[src/rtl/core/ikvm_pkg.sv]
package ikvm_pkg;

  // Stored keys are never negative, so the sign bit is not kept.
  localparam int KeyW = 31;
  localparam int ValW = 32;

  typedef enum logic [1:0] {
    ACT_INSERT = 2'd0,
    ACT_REMOVE = 2'd1,
    ACT_LOOKUP = 2'd2,
    ACT_CHANGE = 2'd3
  } action_t;

  typedef enum logic [2:0] {
    ST_DONE     = 3'd0,
    ST_NEGATIVE = 3'd1,
    ST_ABSENT   = 3'd2,
    ST_PRESENT  = 3'd3,
    ST_FULL     = 3'd4
  } status_t;

  typedef enum logic {
    PH_SEARCH = 1'b0,
    PH_APPLY  = 1'b1
  } phase_t;

  typedef enum logic [1:0] {
    S_IDLE   = 2'd0,
    S_SEARCH = 2'd1,
    S_APPLY  = 2'd2,
    S_FINISH = 2'd3
  } state_t;

  // Token that walks down the row of cells, one cell per cycle.
  typedef struct packed {
    logic             vld;
    phase_t           phase;
    action_t          action;
    logic [KeyW-1:0]  key;
    logic [ValW-1:0]  value;
    logic             found;
    logic [ValW-1:0]  found_value;
    logic             free_seen;
    logic             claimed;
  } token_t;

endpackage

[src/rtl/core/ikvm_cell.sv]
module ikvm_cell (
  input  logic             clk,
  input  logic             rst,
  input  ikvm_pkg::token_t tok_in,
  output ikvm_pkg::token_t tok_out
);

  logic                      valid;
  logic [ikvm_pkg::KeyW-1:0] entry_key;
  logic [ikvm_pkg::ValW-1:0] entry_value;
  ikvm_pkg::token_t          tok_next;
  logic                      hit;
  logic                      apply;
  logic                      claim;

  assign hit   = valid && (entry_key == tok_in.key);
  assign apply = tok_in.vld && (tok_in.phase == ikvm_pkg::PH_APPLY);
  // The first free cell that an insert token meets takes the entry.
  assign claim = apply && (tok_in.action == ikvm_pkg::ACT_INSERT) &&
                 !valid && !tok_in.claimed;

  always_comb begin
    tok_next = tok_in;
    if (tok_in.phase == ikvm_pkg::PH_SEARCH) begin
      tok_next.found     = tok_in.found | hit;
      tok_next.free_seen = tok_in.free_seen | !valid;
      if (hit) begin
        tok_next.found_value = entry_value;
      end
    end else begin
      tok_next.claimed = tok_in.claimed | claim;
    end
  end

  always_ff @(posedge clk) begin
    if (rst) begin
      valid   <= 1'b0;
      tok_out <= '0;
    end else begin
      tok_out <= tok_next;
      if (claim) begin
        valid <= 1'b1;
      end else if (apply && hit && (tok_in.action == ikvm_pkg::ACT_REMOVE)) begin
        valid <= 1'b0;
      end
    end
  end

  always_ff @(posedge clk) begin
    if (claim) begin
      entry_key   <= tok_in.key;
      entry_value <= tok_in.value;
    end else if (apply && hit && (tok_in.action == ikvm_pkg::ACT_CHANGE)) begin
      entry_value <= tok_in.value;
    end
  end

endmodule

[config.mk]
export PLATFORM = sky130hd
export DESIGN_NAME = ikvm_cell
export DESIGN_NICKNAME = d
export VERILOG_FILES = /design/src/rtl/core/ikvm_pkg.sv /design/src/rtl/core/ikvm_cell.sv
export SDC_FILE = /design/constraint.sdc
export NUM_CORES = 1
export LEC_CHECK = 0
export ABC_CLOCK_PERIOD_IN_PS = 6900
export BUFFER_PORTS_ARGS = -buffer_cell sky130_fd_sc_hd__buf_4
export CORE_ASPECT_RATIO = 0.9
export CORE_MARGIN = 2
export CORE_UTILIZATION = 49
export DETAILED_ROUTE_END_ITERATION = 7
export PLACE_DENSITY = 0.79
export SYNTH_ARGS = -nofsm -noshare
export SYNTH_HDL_FRONTEND = slang
export SYNTH_SLANG_ARGS = --single-unit
[constraint.sdc]
create_clock -name clk -period 6.9 [get_ports clk]
set_input_delay 1.38 -clock clk [delete_from_list [all_inputs] [get_ports clk]]
set_output_delay 1.38 -clock clk [all_outputs]
set_load 0.005 [all_outputs]
## After elaboration in Yosys (flattened, before gate mapping)

Index checks and enable logic that the tools add are counted.

| word-level totals | value |
|---|---|
| bits of input ports | 104 |
| flip-flop bits (word level) | 166 |

| cells by class | value |
|---|---|
| equality and inequality tests | 3 |
| reduce and logical (&&, ||, !) cells | 13 |
| bitwise gates (word level) | 3 |
| mux-type cells | 7 |

Operators by type and width:

| kind | count |
|---|---|
| $mux 32 | 3 |
| $mux 34 | 1 |
| $eq 31x31->1 | 1 |
| $logic_and 1x1->1 | 8 |
| $reduce_bool 2->1 | 2 |
| $mux 1 | 3 |
| $or 1x1->1 | 3 |
| $eq 2x1->1 const B | 1 |
| $eq 2x2->1 const B | 1 |
| $logic_not 1->1 | 2 |
| $logic_not 2->1 | 1 |

## Longest topological paths before layout

Gate-level depths: netlist of the first run.

| depth | value |
|---|---|
| word-level depth | 6 |
| depth in mapped cells | 6 |
| mapped depth without buffers | 5 |

## Least setup slack after synthesis of the first run

No wires, ideal clock.

| timing path | value |
|---|---|
| path kind | input port to flip-flop |
| from | in tok_in[99] (netlist bit) |
| to | reg entry_value[0] (netlist bit), enable pin |
| path buffers | 0 |
| required time | 6.472 ns |
| data arrival time | 5.733 ns |
| stages on the path | 3 |
| slack | 0.739 ns |
| cells stage by stage | nand3b_1 -> nor4_1 -> o21bai_1 |

| between the ends | value |
|---|---|
| longest elaborated chain between the ends | 5 |

Ends and longest elaborated chain:

| what | RTL line | text |
|---|---|---|
| start: declaration | ikvm_cell.sv:4 | `input ikvm_pkg::token_t tok_in,` |
| $logic_not 2->1 | ikvm_cell.sv:19 | `assign claim = apply && (tok_in.action == ikvm_pkg::ACT_INSERT) &&` |
| $logic_and 1x1->1 (2 in a row) | ikvm_cell.sv:19 |  |
| $logic_and 1x1->1 | ikvm_cell.sv:20 | `!valid && !tok_in.claimed;` |
| net claim | ikvm_cell.sv:14 | `logic claim;` |
| $reduce_bool 2->1 (no line) | -- |  |
| end signal: assignment | ikvm_cell.sv:52 | `entry_value <= tok_in.value;` |
| end signal: assignment | ikvm_cell.sv:54 | `entry_value <= tok_in.value;` |
| end: declaration | ikvm_cell.sv:10 | `logic [ikvm_pkg::ValW-1:0] entry_value;` |

The timed path passes the listed nets, and every way through them passes these cells.
A chain may end at the register's enable or synchronous reset.

## Worst setup path in the final report of the first run

| timing path | value |
|---|---|
| from | in tok_in[96] (netlist bit) |
| to | reg entry_value[27] (netlist bit), enable pin |

| between the ends | value |
|---|---|
| longest elaborated chain between the ends | 5 |

Ends and longest elaborated chain:

| what | RTL line | text |
|---|---|---|
| $eq 31x31->1 | ikvm_cell.sv:16 | `assign hit = valid && (entry_key == tok_in.key);` |
| $logic_and 1x1->1 | ikvm_cell.sv:16 |  |
| $logic_and 1x1->1 (2 in a row) | ikvm_cell.sv:53 | `end else if (apply && hit && (tok_in.action == ikvm_pkg::ACT_CHANGE)) begin` |
| $reduce_bool 2->1 (no line) | -- |  |

Every way passes these cells.

==> results.md, run 1 <==
* Via count at 3551
* Post-CTS setup buffers at 0
* Final Hold Vio Count at 0
* Die width at 117.1 um
* # setup viols final at 0
* First-pass GRT wire length at 17550 um
* Type of origin of the critical path: input port
* # IOs at 206
* Worst Path Class, Setup: input port to flop
* Clk_lat worst skew at 0.41 ns
* Multiplexer share of the synthesized area at 5.674%
* Syn Inst Count at 407
* CP Max Fanout at 32
* Rows at 37
* Largest family of logic cells by synthesized area: simple AND/OR/NAND/NOR gates
* Layout cells sized above 1 at 37.58%
* Detail Placement HPWL at 8088 um
* Static leakage at 3.275 nW
* Synthesized net count at 511
* Unique masters post-synth at 24
* Setup Total Neg Slack at 0 ns
* Post-synthesis xor/xnor area fraction at 4.809%
* Worst EP arrival at 3.48 ns
* Flops & latches, synth at 166
* Overflow after GRT at 0
* Worst Hold Depth at 2
* HP Start: entry_value[9]$_DFFE_PP_
* Worst flop-to-flop path endpoint: entry_value[27]$_DFFE_PP_
* Area contributors post-synth: dfxtp_1, edfxtp_1, nor2b_1
* Worst Tran Pin Value at 1.137 ns
* Crit path cell chain: buf_4, xor2_1, nor4_1, nand4_1, or3_1, o21bai_4
* DRT Wirelength at 11540 um
* CTS tree: done
* CP required at 6.93 ns
* Synth Cell Area at 5645 um2
* Peak supply drop at 204.6 uV
* Adder-Cell Fraction of Synth Area at 0%
* Port Buf Inserts at 205
* Worst Path Buf+Inv at 1
* Yosys Warn Count at 0
* Reg2Reg Setup Slack at 4.13 ns
* Endpoint, Worst Hold: tok_out[11]$_SDFF_PP0_
* Outcome: finished, final reports clean
* All-Layer GR Usage at 19.05%
* Vias in the first global route at 3560
* Synth Area in Compound Gates at 0.6649%
* Die Ht at 105.8 um
* Routed WL per cell at 14.72 um
* Clock slew at reported path FFs at 0.06 ns
* Dpl ws at 2.949 ns
* RSZ-0062 raised after global routing: no
* Layout Nets at 719
* CTS Sinks at 166
* Cts repair resizes at 0
* Max Clock Freq at 0.2894 GHz
* Initial antenna violation count at 0
* Final Max Tran Viols at 0
* Max-cap violations at 0
* Clock root buffer master: clkbuf_16
* Fin crit share at 50.08%
* Total clock buffers created by CTS at 17
* Hold Buf Count CTS at 0
* Slew HR at 24.22%
* Top cell type's share of synthesized area at 36.52%
* Drt pass-1 iters at 4
* Seq/Total Area, Yosys at 70.04%
* Routed Antenna Nets at 0
* N_diodes at 0
* Post-synth EDFFs at 63
* Top FF cell, synth: dfxtp_1
* Average size of a mapped cell at 13.87 um2
* Critical path's largest stage delay at 0.75 ns
* R2R depth at 5
* Reg2Reg Launch Point: entry_key[29]$_DFFE_PP_
* Post-synthesis simple-gate area fraction at 17.09%
* Overall power at 2.110 mW
* Setup ws final at 3.444 ns
* Pin count of the biggest net entering global routing at 136
* RD Place Congestion at 0.7438
* Worst setup EP type: flop
* Clock skew at 0.008732 ns
* Hold Crit Class: flop to flop
* Initial Utilization at 49.77%
* Max H-tree Level at 4
* DR iter-0 viols at 155
* CP delay by family, top: simple AND/OR/NAND/NOR gates
* CTS max path bufs at 2
* Crit path time final at 3.456 ns
* Cell taking the most area after synthesis: dfxtp_1
* Vias/cell at 4.529
* Slowest CP cell: o21bai_4
* Most frequent cells in the layout: buf_4, dfxtp_1, nor2b_1
* Commonest non-fill, non-tap cell in the layout: buf_4
* # DRC at 0
* Pwr dens at 267.6 nW/um2
* Die Area at 12400 um2
* Core Area at 11340 um2
* Area grow syn2layout at 39.65%
* Hold_ws at 0.5188 ns
* Async S/R FF share, synth at 0%
==> worst reg2reg max path, cell delays in order (launching register included) <==
cell and delay, ns:
edfxtp_1 0.40, xor2_1 0.16, nor4_1 0.38, nand4_1 0.26, or3_1 0.43, o21bai_4 0.75
==> layout make-up <==
class                           count  area (um2)
Clock buffer                       29       521.8
Tap cell                          156       195.2
Clock inverter                      3       40.04
Sequential cell                   166        3954
Fill cell                         842        3458
Timing Repair Buffer              207        1554
Inverter                            2       7.507
Multi-Input combinational cell    221        1612
==> per-stage QoR <==
| stage | util, % | cell area [um2] | std cells |
|---|---|---|---|
| floorplan | - | 5645 | 407 |
| global placement | 64.56 | 7322 | 752 |
| detailed placement | 64.56 | 7322 | 752 |
| CTS | 69.51 | 7884 | 784 |
| global route | 69.51 | 7884 | 784 |
| finish | 69.51 | 7884 | 784 |
==> cell usage after synthesis (2+ instances only) <==
cell      instances
nand2_1           2
nor2_1            6
nand2b_1         64
dfxtp_1         103
nor4_1            7
nor2b_1          66
clkbuf_1         13
mux2i_1          32
edfxtp_1         63
nor4_2            2
buf_6             3
nand4_1           2
inv_1             2
buf_1             2
xor2_1           31
==> worst max-delay path by stage <==
stage / depth (start not counted) / end / from
after detailed placement: 6 / entry_value[21]$_DFFE_PP_ / tok_in[96]
after floorplan: 3 / entry_value[0]$_DFFE_PP_ / tok_in[99]
after global routing: 6 / entry_value[11]$_DFFE_PP_ / tok_in[96]
final: 6 / entry_value[27]$_DFFE_PP_ / tok_in[96]
after CTS: 6 / entry_value[6]$_DFFE_PP_ / tok_in[96]
after global placement: 6 / entry_value[19]$_DFFE_PP_ / tok_in[93]
==> cells by family after synthesis <==
family / Yosys count
multiplexers: 32
buffers and inverters: 20
AND/OR/NAND/NOR: 153
flip-flops: 166
XOR/XNOR: 31
AO/OA/AOI/OAI: 5
==> layer usage <==
metal | up-vias | GRT usage [%] | share of wire (%)
li1 | 1761 | - | -
met1 | 1666 | 21.49 | 40
met2 | 113 | 31.90 | 51
met3 | 11 | 7.361 | 7.3
met4 | 0 | 8.067 | 1.2
met5 | - | 0 | 0
==> flip-flops by register name, indices dropped and copies added, names as in the netlist <==
name / flops
tok_out: 102
entry_value: 32
entry_key: 31
valid: 1
==> where the power goes <==
| part | total, mW | switching [mW] | internal, mW | leakage (nW) |
|---|---|---|---|---|
| clock | 0.881 | 0.334 | 0.547 | 0.275 |
| sequential | 1.06 | 0.0103 | 1.05 | 1.43 |
| combinational | 0.165 | 0.0641 | 0.101 | 1.57 |
(Power assumes the default switching activity.)
==> run 2: changes to the inputs <==
--- a/config.mk
+++ b/config.mk
@@ -5,7 +5,7 @@
 export SDC_FILE = /design/constraint.sdc
 export NUM_CORES = 1
 export LEC_CHECK = 0
-export ABC_CLOCK_PERIOD_IN_PS = 6900
+export ABC_CLOCK_PERIOD_IN_PS = 3250
 export BUFFER_PORTS_ARGS = -buffer_cell sky130_fd_sc_hd__buf_4
 export CORE_ASPECT_RATIO = 0.9
 export CORE_MARGIN = 2
==> constraint.sdc (replaced) <==
create_clock -name clk -period 3.25 [get_ports clk]
set_input_delay 0.65 -clock clk [delete_from_list [all_inputs] [get_ports clk]]
set_output_delay 0.65 -clock clk [all_outputs]
set_load 0.005 [all_outputs]
==> run 2 against run 1 <==
Against the previous run:
- register-to-register slack got worse by 3.3 ns
- routed wire length increased by 2.2%
- highest routed layer unchanged
- non-clock buffer count increased by 3
- setup slack got worse by 2.6 ns
- critical path depth unchanged
- hold slack got worse by 0.11 ns
- combinational power increased by 110%
- clock power increased by 120%
==> results.md, run 2 (synthesized netlist as in run 1, its figures left out) <==
* Outcome: finished, final reports clean
* Static leakage at 3.305 nW (+0.94%)
* Detail Placement HPWL at 8399 um (+3.8%)
* Biggest regs: tok_out: 102 flops, entry_value: 32 flops, entry_key: 31 flops
* Rows at 37 (unchanged)
* Post-CTS setup buffers at 0 (unchanged)
* Peak supply drop at 659.6 uV (+220%)
* Layout Nets at 722 (+0.42%)
* Worst Tran Pin Value at 0.9369 ns (-0.1997 ns)
* Die width at 117.1 um (unchanged)
* CP Max Fanout at 22 (-31%)
* Die Ht at 105.8 um (unchanged)
* Worst Path Buf+Inv at 1 (unchanged)
* Total stage count of the critical path at 6 (unchanged)
* Pwr dens at 572.1 nW/um2 (+110%)
* Overflow after GRT at 0 (unchanged)
* Hold Crit Class: input port to flop
* Hold Buf Count CTS at 0 (unchanged)
* Slowest CP cell: or3_1
* Setup Total Neg Slack at 0 ns (unchanged)
* R2R depth at 6 (+1)
* Most frequent cells in the layout: buf_4, dfxtp_1, nor2b_1
* Port Buf Inserts at 205 (unchanged)
* Hold_ws at 0.4124 ns (-0.1064 ns)
* Beginning of the critical path: entry_key[26]$_DFFE_PP_
* CTS Sinks at 166 (unchanged)
* Fin cells at 787 (+0.38%)
* Vias/cell at 4.546 (+0.38%)
* Worst EP arrival at 2.52 ns (-0.96 ns)
* # IOs at 206 (unchanged)
* Core Area at 11340 um2 (unchanged)
* Worst flop-to-flop path endpoint: entry_value[16]$_DFFE_PP_
* Crit path capture: entry_value[16]$_DFFE_PP_
* Area grow syn2layout at 40.74%
* Largest register FFs at 102 (unchanged)
* Filler cells at 830 (-1.4%)
* Routed Antenna Nets at 0 (unchanged)
* Reg2Reg Launch Point: entry_key[26]$_DFFE_PP_
* Drt pass-1 iters at 4 (unchanged)
* Slew HR at 37.54% (+13 points)
* DRT Wirelength at 11790 um (+2.2%)
* Pin count of the biggest net entering global routing at 117 (-14%)
* Crit path cell chain: xor2_1, nor4_1, nand4_1, or3_1, o21bai_4, buf_4
* # setup viols final at 0 (unchanged)
* Layout cells sized above 1 at 38.67% (+1.1 points)
* Core Util, Final at 70.05% (+0.54 points)
* Clock skew at 0.009712 ns (+0.0009801 ns)
* Initial Utilization at 49.77% (unchanged)
* Final Hold Vio Count at 0 (unchanged)
* Max H-tree Level at 4 (unchanged)
* Max Clock Freq at 0.4116 GHz
* Cts repair resizes at 0 (unchanged)
* First-pass GRT wire length at 17620 um (+0.43%)
* Total clock buffers created by CTS at 17 (unchanged)
* Type of origin of the critical path: flop
* Clock slew at reported path FFs at 0.06 ns (about the same)
* RSZ-0062 raised after global routing: no
* Via count at 3578 (+0.76%)
* Crit path time final at 2.429 ns
* DR iter-0 viols at 162 (+4.5%)
* Overall power at 4.545 mW (+120%)
* CP required at 3.34 ns (-3.59 ns)
* CP delay by family, top: simple AND/OR/NAND/NOR gates
* Worst Path Class, Setup: flop to flop
* RD Place Congestion at 0.7965 (+7.1%)
* N_diodes at 0 (unchanged)
* Final Max Tran Viols at 0 (unchanged)
* CTS tree: done
* Placed insts at 755 (+0.40%)
* Fin crit share at 74.75%
* Commonest non-fill, non-tap cell in the layout: buf_4
* Critical path's largest stage delay at 0.44 ns (-0.31 ns)
* Reg2Reg Setup Slack at 0.82 ns (-3.31 ns)
* Max-cap violations at 0 (unchanged)
* Largest register by flop count: tok_out
* Clock root buffer master: clkbuf_16
* Clk_lat worst skew at 0.42 ns (about the same)
* Die Area at 12400 um2 (unchanged)
* # DRC at 0 (unchanged)
* Worst setup EP type: flop
* CTS max path bufs at 2 (unchanged)
* Vias in the first global route at 3580 (+0.56%)
* Initial antenna violation count at 0 (unchanged)
* All-Layer GR Usage at 19.21% (+0.16 points)
* Routed WL per cell at 14.99 um (+1.8%)
## run 2: per-layer routing
| layer | global-route usage [%] | routed length [um] |
|---|---|---|
| met3 | 8.396 | 819 |
| met1 | 21.78 | 4724 |
| met5 | 0 | 0 |
| met4 | 8.235 | 247 |
| met2 | 31.28 | 6001 |
## run 2: worst min path at each step
| stage | startpoint | endpoint | slack, ns | cells after the start |
|---|---|---|---|---|
| finish | tok_in[58] | entry_value[23]$_DFFE_PP_ | 0.41 | 1 |
| global placement | entry_value[5]$_DFFE_PP_ | tok_out[7]$_SDFF_PP0_ | 0.49 | 2 |
| global route | tok_in[43] | entry_value[8]$_DFFE_PP_ | 0.39 | 1 |
| detailed placement | entry_value[1]$_DFFE_PP_ | tok_out[3]$_SDFF_PP0_ | 0.51 | 2 |
| floorplan | entry_value[8]$_DFFE_PP_ | tok_out[10]$_SDFF_PP0_ | 0.49 | 2 |
| CTS | tok_in[58] | entry_value[23]$_DFFE_PP_ | 0.39 | 1 |
## run 2: cell type report
type	count	area, um2	share of cell area, %
sequential	166	3954	49.76
multi-input combinational	221	1620	20.39
timing repair buffer	210	1589	20.00
clock buffer	23	478.0	6.016
tap	156	195.2	2.457
clock inverter	9	101.3	1.276
inverter	2	7.507	0.09449
## run 2: stage by stage
step / cell area [um2] / setup WS [ns]
after global routing: 7945 / 0.7393
final: 7945 / 0.8207
after floorplan: 5664 / 0.2572
after global placement: 7366 / 0.4089
after CTS: 7945 / 0.7925
after detailed placement: 7366 / 0.4091
## run 2: worst reg2reg max path: stages (launching register included)
cell and delay (ns):
edfxtp_1 0.39, xor2_1 0.15, nor4_1 0.37, nand4_1 0.27
or3_1 0.44, o21bai_4 0.14, buf_4 0.32
## run 2: power breakdown
part           switching (mW)  total, mW  internal, mW  leakage, nW
Combinational           0.138      0.354         0.216         1.59
Clock                   0.747       1.93          1.19        0.287
Sequential             0.0221       2.26          2.24         1.43
==> run 3: changes to the inputs <==
--- a/config.mk
+++ b/config.mk
@@ -5,7 +5,7 @@
 export SDC_FILE = /design/constraint.sdc
 export NUM_CORES = 1
 export LEC_CHECK = 0
-export ABC_CLOCK_PERIOD_IN_PS = 3250
+export ABC_CLOCK_PERIOD_IN_PS = 2260
 export BUFFER_PORTS_ARGS = -buffer_cell sky130_fd_sc_hd__buf_4
 export CORE_ASPECT_RATIO = 0.9
 export CORE_MARGIN = 2
==> constraint.sdc (replaced) <==
create_clock -name clk -period 2.26 [get_ports clk]
set_input_delay 0.452 -clock clk [delete_from_list [all_inputs] [get_ports clk]]
set_output_delay 0.452 -clock clk [all_outputs]
set_load 0.005 [all_outputs]
==> run 3 against run 2 <==
Against the previous run:
- global-route usage is 0.85 points higher
- fmax is 14% higher
- register-to-register slack worse by 0.69 ns
- combinational power is 49% higher
- highest routed layer unchanged
- hold slack worse by 0.19 ns
- via count is 1.6% higher
- final area is 1.1% higher
- power is 41% higher
- critical path type unchanged
- setup slack worse by 0.69 ns
- clock-buffer cell count stayed put
- critical endpoint unchanged
- core utilization is 0.81 points higher
==> results.md, run 3 (synthesized netlist as in run 1, its figures left out) <==
* Outcome: finished, final reports clean
* Crit path time final at 2.128 ns (-0.3009 ns)
* Clock slew at reported path FFs at 0.06 ns (about the same)
* Total clock buffers created by CTS at 17 (unchanged)
* Worst Hold Depth at 1 (unchanged)
* Static leakage at 3.326 nW (+0.64%)
* All-Layer GR Usage at 20.06% (+0.85 points)
* RD Place Congestion at 0.7585 (-4.8%)
* Die width at 117.1 um (unchanged)
* Overflow after GRT at 0 (unchanged)
* Rows at 37 (unchanged)
* CTS Sinks at 166 (unchanged)
* Max-cap violations at 0 (unchanged)
* CTS max path bufs at 2 (unchanged)
* Most frequent cells in the layout: buf_4, dfxtp_1, nor2b_1
* Dpl ws at -0.1486 ns (-0.5576 ns)
* Commonest non-fill, non-tap cell in the layout: buf_4
* Worst setup EP type: flop
* Via count at 3637 (+1.6%)
* Fin cells at 795 (+1.0%)
* Largest register by flop count: tok_out
* R2R depth at 6 (unchanged)
* Vias in the first global route at 3665 (+2.4%)
* Max Clock Freq at 0.4698 GHz (+14%)
* Detail Placement HPWL at 8683 um (+3.4%)
* Area after DPL at 7471 um2 (+1.4%)
* Max H-tree Level at 4 (unchanged)
* Slew HR at 65.25% (+28 points)
* Port Buf Inserts at 205 (unchanged)
* Clock skew at 0.008008 ns (-0.001703 ns)
* Layout Nets at 731 (+1.2%)
* Post-CTS setup buffers at 0 (unchanged)
* Layout cells sized above 1 at 39.44% (+0.77 points)
* Worst Path Class, Setup: flop to flop
* Cts repair resizes at 0 (unchanged)
* Routed Antenna Nets at 0 (unchanged)
* Type of origin of the critical path: flop
* Initial Utilization at 49.77% (unchanged)
* Critical path's largest stage delay at 0.42 ns (-0.02 ns)
* Filler cells at 803 (-3.3%)
* Overall power at 6.397 mW (+41%)
* Core Util, Final at 70.85% (+0.81 points)
* Drt pass-1 iters at 4 (unchanged)
* Initial antenna violation count at 0 (unchanged)
* N_diodes at 0 (unchanged)
* Biggest regs: tok_out: 102 flops, entry_value: 32 flops, entry_key: 31 flops
* Worst EP arrival at 2.25 ns (-0.27 ns)
* Vias/cell at 4.575 (+0.63%)
* First-pass GRT wire length at 18330 um (+4.0%)
* Pin count of the biggest net entering global routing at 63 (-46%)
* # DRC at 0 (unchanged)
* Fin crit share at 94.18% (+19 points)
* DRT Wirelength at 12060 um (+2.3%)
* Clk_lat worst skew at 0.41 ns (about the same)
* Routed WL per cell at 15.17 um (+1.3%)
* Setup ws final at 0.1316 ns (-0.6891 ns)
* Pwr dens at 796.0 nW/um2 (+39%)
* Clock root buffer master: clkbuf_16
* Final Hold Vio Count at 0 (unchanged)
* Slowest CP cell: or3_1
* Die Ht at 105.8 um (unchanged)
* Area grow syn2layout at 42.35%
* Hold Crit Class: input port to flop
* Post-route cell area at 8036 um2 (+1.1%)
* Die Area at 12400 um2 (unchanged)
* Peak supply drop at 653.4 uV (-0.93%)
* DR iter-0 viols at 147 (-9.3%)
* CTS tree: done
* Core Area at 11340 um2 (unchanged)
* Hold Buf Count CTS at 0 (unchanged)
* # IOs at 206 (unchanged)
* Placed insts at 764 (+1.2%)
* CP Max Fanout at 17 (-23%)
* RSZ-0062 raised after global routing: no
* Crit path cell chain: xor2_1, nor4_2, nand4_1, or3_1, o21bai_4, buf_12
* # setup viols final at 0 (unchanged)
* Worst Tran Pin Value at 0.5212 ns (-0.4157 ns)
* Largest register FFs at 102 (unchanged)
* Final Max Tran Viols at 0 (unchanged)
* CP required at 2.38 ns (-0.96 ns)
run 3: stage by stage:
step | hold slack, ns | setup TNS, ns
3_3_place_gp | 0.4974 | -5.238
2_1_floorplan | 0.4906 | -14.85
6_report | 0.2188 | 0
4_1_cts | 0.1947 | 0
3_5_place_dp | 0.5108 | -5.794
5_1_grt | 0.1929 | 0
run 3: worst max-delay path: cells and delay by family (launching register included):
| kind | cells | cell delay [ns] |
|---|---|---|
| buf+inv | 1 | 0.18 |
| xor+xnor | 1 | 0.16 |
| compound gates | 1 | 0.20 |
| flops | 1 | 0.38 |
| simple gates | 3 | 0.90 |
run 3: metal layers:
metal  up-vias  wire length, um  track usage (%)
li1       1785                -                -
met1      1722             4718            22.43
met2       113             6285            33.25
met3        17              855            7.878
met4         0              205            9.412
met5         -                0                0
run 3: final cells by class:
class                   count  area [um2]  share of cell area [%]
inverters                   2       7.507                 0.09341
flip-flops and latches    166        3954                   49.20
multi-input cells         221        1639                   20.40
clock inverters             8       46.29                  0.5761
well taps                 156       195.2                   2.429
repair buffers            219        1694                   21.08
clock buffers              23       500.5                   6.228
run 3: final timing paths:
path	startpoint	endpoint	slack [ns]
worst max register to register	entry_key[26]$_DFFE_PP_	entry_value[16]$_DFFE_PP_	0.13
worst min-delay path	tok_in[56]	entry_value[21]$_DFFE_PP_	0.22
worst min register to register	entry_value[6]$_DFFE_PP_	tok_out[8]$_SDFF_PP0_	0.52
worst max-delay path	entry_key[26]$_DFFE_PP_	entry_value[16]$_DFFE_PP_	0.13
run 3: power by group:
part / internal (mW) / total, mW / switching, mW
sequential: 3.22 / 3.25 / 0.0318
combinational: 0.322 / 0.527 / 0.205
clock: 1.55 / 2.62 / 1.08
total: 5.08 / 6.40 / 1.31
